==> src/rtl/core/vvc_pkg.sv <==
// vvc_pkg: shared widths, constants, register codes, controller states and the
// command/status structs of the volt-var curve unit
// no dependencies
package vvc_pkg;

  // field widths
  localparam int VOLT_W = 16;
  localparam int PWR_W  = 21;
  localparam int APP_W  = 20;
  localparam int REF_W  = 21;
  localparam int LIM_W  = 20;
  localparam int VAR_W  = 11;
  localparam int RATED_W = 20;

  // stream packing
  localparam int IN_TDATA_W  = 64;
  localparam int OUT_TDATA_W = 56;
  localparam int IN_PWR_LSB  = VOLT_W;
  localparam int IN_APP_LSB  = VOLT_W + PWR_W;
  localparam int OUT_PAD_W   = OUT_TDATA_W - REF_W - LIM_W - VAR_W;

  // configuration port
  localparam int CFG_IDX_W  = 3;
  localparam int CFG_DATA_W = 20;

  typedef enum logic [CFG_IDX_W-1:0] {
    REG_RATED    = 3'd0,
    REG_HV_START = 3'd1,
    REG_HV_END   = 3'd2,
    REG_HV_VAR   = 3'd3,
    REG_LV_START = 3'd4,
    REG_LV_END   = 3'd5,
    REG_LV_VAR   = 3'd6
  } vvc_reg_t;

  // reset values of the configuration registers
  localparam logic [RATED_W-1:0]       RST_RATED    = 20'd300000;
  localparam logic [VOLT_W-1:0]        RST_HV_START = 16'd2530;
  localparam logic [VOLT_W-1:0]        RST_HV_END   = 16'd2640;
  localparam logic signed [VAR_W-1:0]  RST_HV_VAR   = 11'sd440;
  localparam logic [VOLT_W-1:0]        RST_LV_START = 16'd2070;
  localparam logic [VOLT_W-1:0]        RST_LV_END   = 16'd1960;
  localparam logic signed [VAR_W-1:0]  RST_LV_VAR   = -11'sd440;

  // lock hysteresis
  localparam int CNT_W = 4;
  localparam logic [CNT_W-1:0] LOCK_TICKS = 4'd10;
  localparam int LOCK_IN_PM  = 200;
  localparam int LOCK_OUT_PM = 100;

  localparam int PERMILLE     = 1000;
  localparam int POWER_MARGIN = 8000;

  // product of power and per-mille scale, and of apparent power and a per-mille value
  localparam int PK_W   = 30;
  localparam int PROD_W = 30;

  // x / 1000 == (x * RECIP_1000) >> RECIP_SHIFT, exact for x below 2**31
  localparam int RECIP_W     = 29;
  localparam int RECIP_SHIFT = 38;
  localparam logic [RECIP_W-1:0] RECIP_1000 = 29'd274877907;
  localparam int RMUL_W = PROD_W + RECIP_W;

  // curve divider
  localparam int DVD_W     = VAR_W + VOLT_W;
  localparam int DVS_W     = VOLT_W;
  localparam int DIV_CNT_W = $clog2(DVD_W + 1);

  // square root
  localparam int ROOT_W   = 10;
  localparam int RAD_W    = 2 * ROOT_W;
  localparam int SQ_CNT_W = $clog2(ROOT_W + 1);

  typedef enum logic [3:0] {
    ST_IDLE,
    ST_SCALE,
    ST_LOCK,
    ST_CURVE,
    ST_BRANCH,
    ST_DIV,
    ST_SAT,
    ST_ARG,
    ST_SQRT_GO,
    ST_SQRT,
    ST_PROD,
    ST_RECIP,
    ST_OUT
  } vvc_state_t;

  typedef struct packed {
    logic load;
    logic scale;
    logic lock_upd;
    logic curve;
    logic div_start;
    logic sat;
    logic arg;
    logic sqrt_start;
    logic prod;
    logic recip;
    logic out_load;
  } vvc_cmd_t;

  typedef struct packed {
    logic div_need;
    logic div_busy;
    logic sqrt_busy;
  } vvc_status_t;

endpackage

==> src/rtl/core/vvc_ctrl.sv <==
// vvc_ctrl: sequencer of the volt-var unit, drives datapath commands and the
// stream handshakes
// depends on vvc_pkg
module vvc_ctrl
  import vvc_pkg::*;
(
  input  logic        clk,
  input  logic        rst_n,
  input  logic        in_tvalid,
  output logic        in_tready,
  output logic        out_tvalid,
  input  logic        out_tready,
  input  vvc_status_t status,
  output vvc_cmd_t    cmd
);

  vvc_state_t state_r, state_nxt;
  logic       out_valid_r, out_valid_nxt;

  always_comb begin
    state_nxt = state_r;
    case (state_r)
      ST_IDLE:    if (in_tvalid) state_nxt = ST_SCALE;
      ST_SCALE:   state_nxt = ST_LOCK;
      ST_LOCK:    state_nxt = ST_CURVE;
      ST_CURVE:   state_nxt = ST_BRANCH;
      ST_BRANCH:  state_nxt = status.div_need ? ST_DIV : ST_SAT;
      ST_DIV:     if (!status.div_busy) state_nxt = ST_SAT;
      ST_SAT:     state_nxt = ST_ARG;
      ST_ARG:     state_nxt = ST_SQRT_GO;
      ST_SQRT_GO: state_nxt = ST_SQRT;
      ST_SQRT:    if (!status.sqrt_busy) state_nxt = ST_PROD;
      ST_PROD:    state_nxt = ST_RECIP;
      ST_RECIP:   state_nxt = ST_OUT;
      ST_OUT:     if (!out_valid_r || out_tready) state_nxt = ST_IDLE;
      default:    state_nxt = ST_IDLE;
    endcase
  end

  always_comb begin
    cmd = '0;
    in_tready = 1'b0;
    case (state_r)
      ST_IDLE: begin
        in_tready = 1'b1;
        cmd.load  = in_tvalid;
      end
      ST_SCALE:   cmd.scale = 1'b1;
      ST_LOCK:    cmd.lock_upd = 1'b1;
      ST_CURVE:   cmd.curve = 1'b1;
      ST_BRANCH:  cmd.div_start = status.div_need;
      ST_SAT:     cmd.sat = 1'b1;
      ST_ARG:     cmd.arg = 1'b1;
      ST_SQRT_GO: cmd.sqrt_start = 1'b1;
      ST_PROD:    cmd.prod = 1'b1;
      ST_RECIP:   cmd.recip = 1'b1;
      ST_OUT:     cmd.out_load = !out_valid_r || out_tready;
      default:    cmd = '0;
    endcase
  end

  always_comb begin
    if (cmd.out_load) begin
      out_valid_nxt = 1'b1;
    end else if (out_tready) begin
      out_valid_nxt = 1'b0;
    end else begin
      out_valid_nxt = out_valid_r;
    end
  end

  always_ff @(posedge clk) begin
    if (!rst_n) begin
      state_r     <= ST_IDLE;
      out_valid_r <= 1'b0;
    end else begin
      state_r     <= state_nxt;
      out_valid_r <= out_valid_nxt;
    end
  end

  assign out_tvalid = out_valid_r;

  a_no_overwrite: assert property (@(posedge clk) disable iff (!rst_n)
    cmd.out_load |-> (!out_valid_r || out_tready))
    else $error("result register overwritten while still held");

  a_accept_starts: assert property (@(posedge clk) disable iff (!rst_n)
    (in_tvalid && in_tready) |=> (state_r == ST_SCALE))
    else $error("accepted request did not start processing");

  a_div_runs: assert property (@(posedge clk) disable iff (!rst_n)
    (state_r == ST_BRANCH && status.div_need) |=> status.div_busy)
    else $error("curve divider did not start");

  a_sqrt_runs: assert property (@(posedge clk) disable iff (!rst_n)
    (state_r == ST_SQRT_GO) |=> status.sqrt_busy)
    else $error("square root unit did not start");

endmodule

==> config.mk <==
export PLATFORM = sky130hd
export DESIGN_NAME = vvc_ctrl
export DESIGN_NICKNAME = d
export VERILOG_FILES = /design/src/rtl/core/vvc_pkg.sv /design/src/rtl/core/vvc_ctrl.sv
export SDC_FILE = /design/constraint.sdc
export NUM_CORES = 1
export LEC_CHECK = 0
export ABC_AREA = 1
export BUFFER_PORTS_ARGS = -buffer_cell sky130_fd_sc_hd__buf_2
export CAP_MARGIN = 25
export CORE_AREA = 2 2 39 41
export DETAILED_ROUTE_END_ITERATION = 10
export DIE_AREA = 0 0 41 43
export HOLD_SLACK_MARGIN = 0.15
export MAX_ROUTING_LAYER = met4
export PLACE_DENSITY_LB_ADDON = 0.15
export SKIP_LAST_GASP = 1
export SLEW_MARGIN = 20
export SYNTH_ARGS = -nofsm -noshare
export SYNTH_HDL_FRONTEND = slang
export SYNTH_SLANG_ARGS = --single-unit
==> constraint.sdc <==
create_clock -name clk -period 1.2 [get_ports clk]
set_input_delay 0.06 -clock clk [delete_from_list [all_inputs] [get_ports clk]]
set_output_delay 0.06 -clock clk [all_outputs]
set_load 0.03 [all_outputs]
==> results.sh <==
export IMPL_finish_utilization=0.541
export IMPL_fp_dieW_um=41
export IMPL_ios=20
export IMPL_slew_headroom=0.856
export IMPL_routed_via_density=4.47
export IMPL_yosysSeqAreaShare=0.226
export IMPL_period_minus_slack_ns=1.22
export IMPL_worst_slack_ns=-0.0153
export IMPL_tightest_slew_ns=0.216
export IMPL_drcViolationCount=0
export IMPL_netlist_area_um2=443
export IMPL_yosysWarnings=0
export IMPL_grt_pass1_vias=466
export IMPL_arrival_ns=1.16
export IMPL_postSynthAreaPerCell_um2=5.61
export IMPL_criticalPathCategory="register to output pin"
export IMPL_tns_ns=-0.0544
export IMPL_worstHoldPathCells=4
export IMPL_cp_buffers_inverters=3
export IMPL_final_area_um2=748
export IMPL_synth_seq_cells=5
export IMPL_place_ws_ns=0.0255
export IMPL_r2r_cells=7
export IMPL_rr_startpoint="state_r[2]"
export IMPL_numCtsBuffers=3
export IMPL_path_delay_family="flip-flops"
export IMPL_grt_use_total=0.150
export IMPL_clk_latency_ns=0.23
export IMPL_antenna_found_initial=0
export IMPL_place_inst=114
export IMPL_crit_path_end_kind="output pin"
export IMPL_hpwl_um=892
export IMPL_cts_max_path_buffers=2
export IMPL_path_cells="buf_4 -> nor2_4 -> inv_2 -> nor2_1 -> buf_4"
export IMPL_firstDrtPassIters=4
export IMPL_n_antenna_cell=0
export IMPL_start_util=0.320
export IMPL_min_path_type="input port to register"
export IMPL_hp_start="out_tready"
export IMPL_cpMostUsedCell="buf_4"
export IMPL_finClkSkew_ns=0.000528
export IMPL_grt_pass1_wl_um=1790
export IMPL_grt_max_degree=7
export IMPL_globalplace_congestion=0.856
export IMPL_ys_types=17
export IMPL_drtAntennaViolNets=0
export IMPL_area_growth_pct=68.9
export IMPL_fin_total_pwr_uw=624
export IMPL_core_area_um2=1380
export IMPL_clk_pin_slew_ns=0.04
export IMPL_io_buffers=19
export IMPL_finalWirelength_um=1240
export IMPL_root_buffer="clkbuf_4"
export IMPL_worst_r2r_setup_slack_ns=0.05
export IMPL_status="finished, violations left"
export IMPL_hold_violations=0
export IMPL_fin_cells=125
export IMPL_routed_via_count=559
export IMPL_rsz0062_at_grt="true"
export IMPL_num_fill_cells=149
export IMPL_placed_cell_area_um2=563
export IMPL_overflow=0
export IMPL_max_freq_ghz=0.823
export IMPL_drt_initial_drc_count=14
export IMPL_max_stage_delay_ns=0.36
export IMPL_rows=14
export IMPL_maxCapViolCount=0
export IMPL_clock_sinks=5
export IMPL_violations="negative setup slack"
export IMPL_num_nets_final=117
export IMPL_period_share=1.01
export IMPL_reg2reg_to="state_r[0]"
export IMPL_die_y_um=43
export IMPL_wl_per_cell_um=9.94
export IMPL_worstPathRequired_ns=1.14
export IMPL_finalMaxSlewViolations=0
export IMPL_holdWs_ns=0.163
export IMPL_cts_htree_levels=1
export IMPL_start_kind="register"
export IMPL_die_area_um2=1760
export IMPL_netlist_instances=79
export IMPL_cts_tree="yes"
export IMPL_leakage_nw=0.410
export IMPL_synthesis_nets=86
export IMPL_ir_worst_vdd_uv=477
export IMPL_drive_gt1_frac=0.505
export IMPL_holdPathEnd="out_tvalid"
export IMPL_setup_viol=5
export IMPL_p_per_area_nw_per_um2=834
export IMPL_crit_fanout=6
export IMPL_slowest_stage="dfxtp_4"
## layout make-up
class / count / area, um2 / area share
Clock buffer: 4 / 26.3 / 0.0351
Inverter: 21 / 83.8 / 0.112
Multi-Input combinational cell: 52 / 300 / 0.401
Sequential cell: 5 / 115 / 0.154
Tap cell: 16 / 20.0 / 0.0268
Timing Repair Buffer: 27 / 203 / 0.271
## cell families after synthesis
logic type,after synthesis,synth area share
buffers and inverters,22,0.195
AND/OR/NAND/NOR,47,0.517
AO/OA/AOI/OAI,5,0.0621
flip-flops,5,0.226
## worst min-delay path, cell delays in order
cell	delay (ns)
buf_2	0.10
nor2_4	0.05
nor2_1	0.10
nor2_1	0.04
## cell usage after synthesis
cell type  instances  area share
nand2_1           13        0.11
buf_4              1       0.017
clkinv_1           2       0.017
inv_1             15        0.13
o21ai_0            1       0.011
nor3_1             1       0.011
nand2_2            2       0.028
nor2_2             3       0.042
o21bai_1           1       0.017
nand3_2            1       0.023
a21oi_1            3       0.034
inv_2              4       0.034
nand3_1            9        0.10
nor3_2             1       0.023
dfxtp_1            5        0.23
nor2_4             2       0.051
nor2_1            15        0.13
## cell usage in the layout, fill, tap and decap left out, types with 5 or more instances in the layout
master / instances
inv_2: 5
nand2_1: 13
nor2_1: 10
inv_1: 12
buf_4: 14
nand3_1: 9
buf_2: 7
nor2_4: 6
## sequential cells by signal (all words and copies together) (netlist names)
signal,cells
out_tvalid,1
state_r,4
## metal layers
layer  vias up  wire (um)  GRT usage
met4         0          6     0.0600
met2        13        647      0.256
met5         -          0          -
met3         2         50     0.0314
met1       249        539      0.158
li1        295          -          -
## how the worst max path moves through the flow
stage / start / endpoint / slack, ns / cells past startpoint
2_1_floorplan: out_tvalid / state_r[0] / 0.02 / 7
3_3_place_gp: state_r[3] / state_r[0] / -0.007 / 6
3_5_place_dp: state_r[0] / state_r[1] / 0.03 / 7
4_1_cts: state_r[0] / cmd[10] / -0.03 / 4
5_1_grt: state_r[2] / cmd[6] / -0.08 / 5
6_report: state_r[2] / cmd[3] / -0.02 / 5
## report_power, final
part           leakage (nW)  internal, mW  switching [mW]
Sequential           0.0436         0.174          0.0157
Clock                0.0150         0.125          0.0578
Combinational         0.351        0.0990           0.152
## repair_timing
item	4_1_cts	5_1_grt
setup endpoints to repair	12	13
gates resized for setup	21	22
pin swaps	2	5
hold endpoints to repair	5	0
setup buffers	1	5
hold buffers	1	0
No activity file was read; power rests on OpenSTA's default activity.
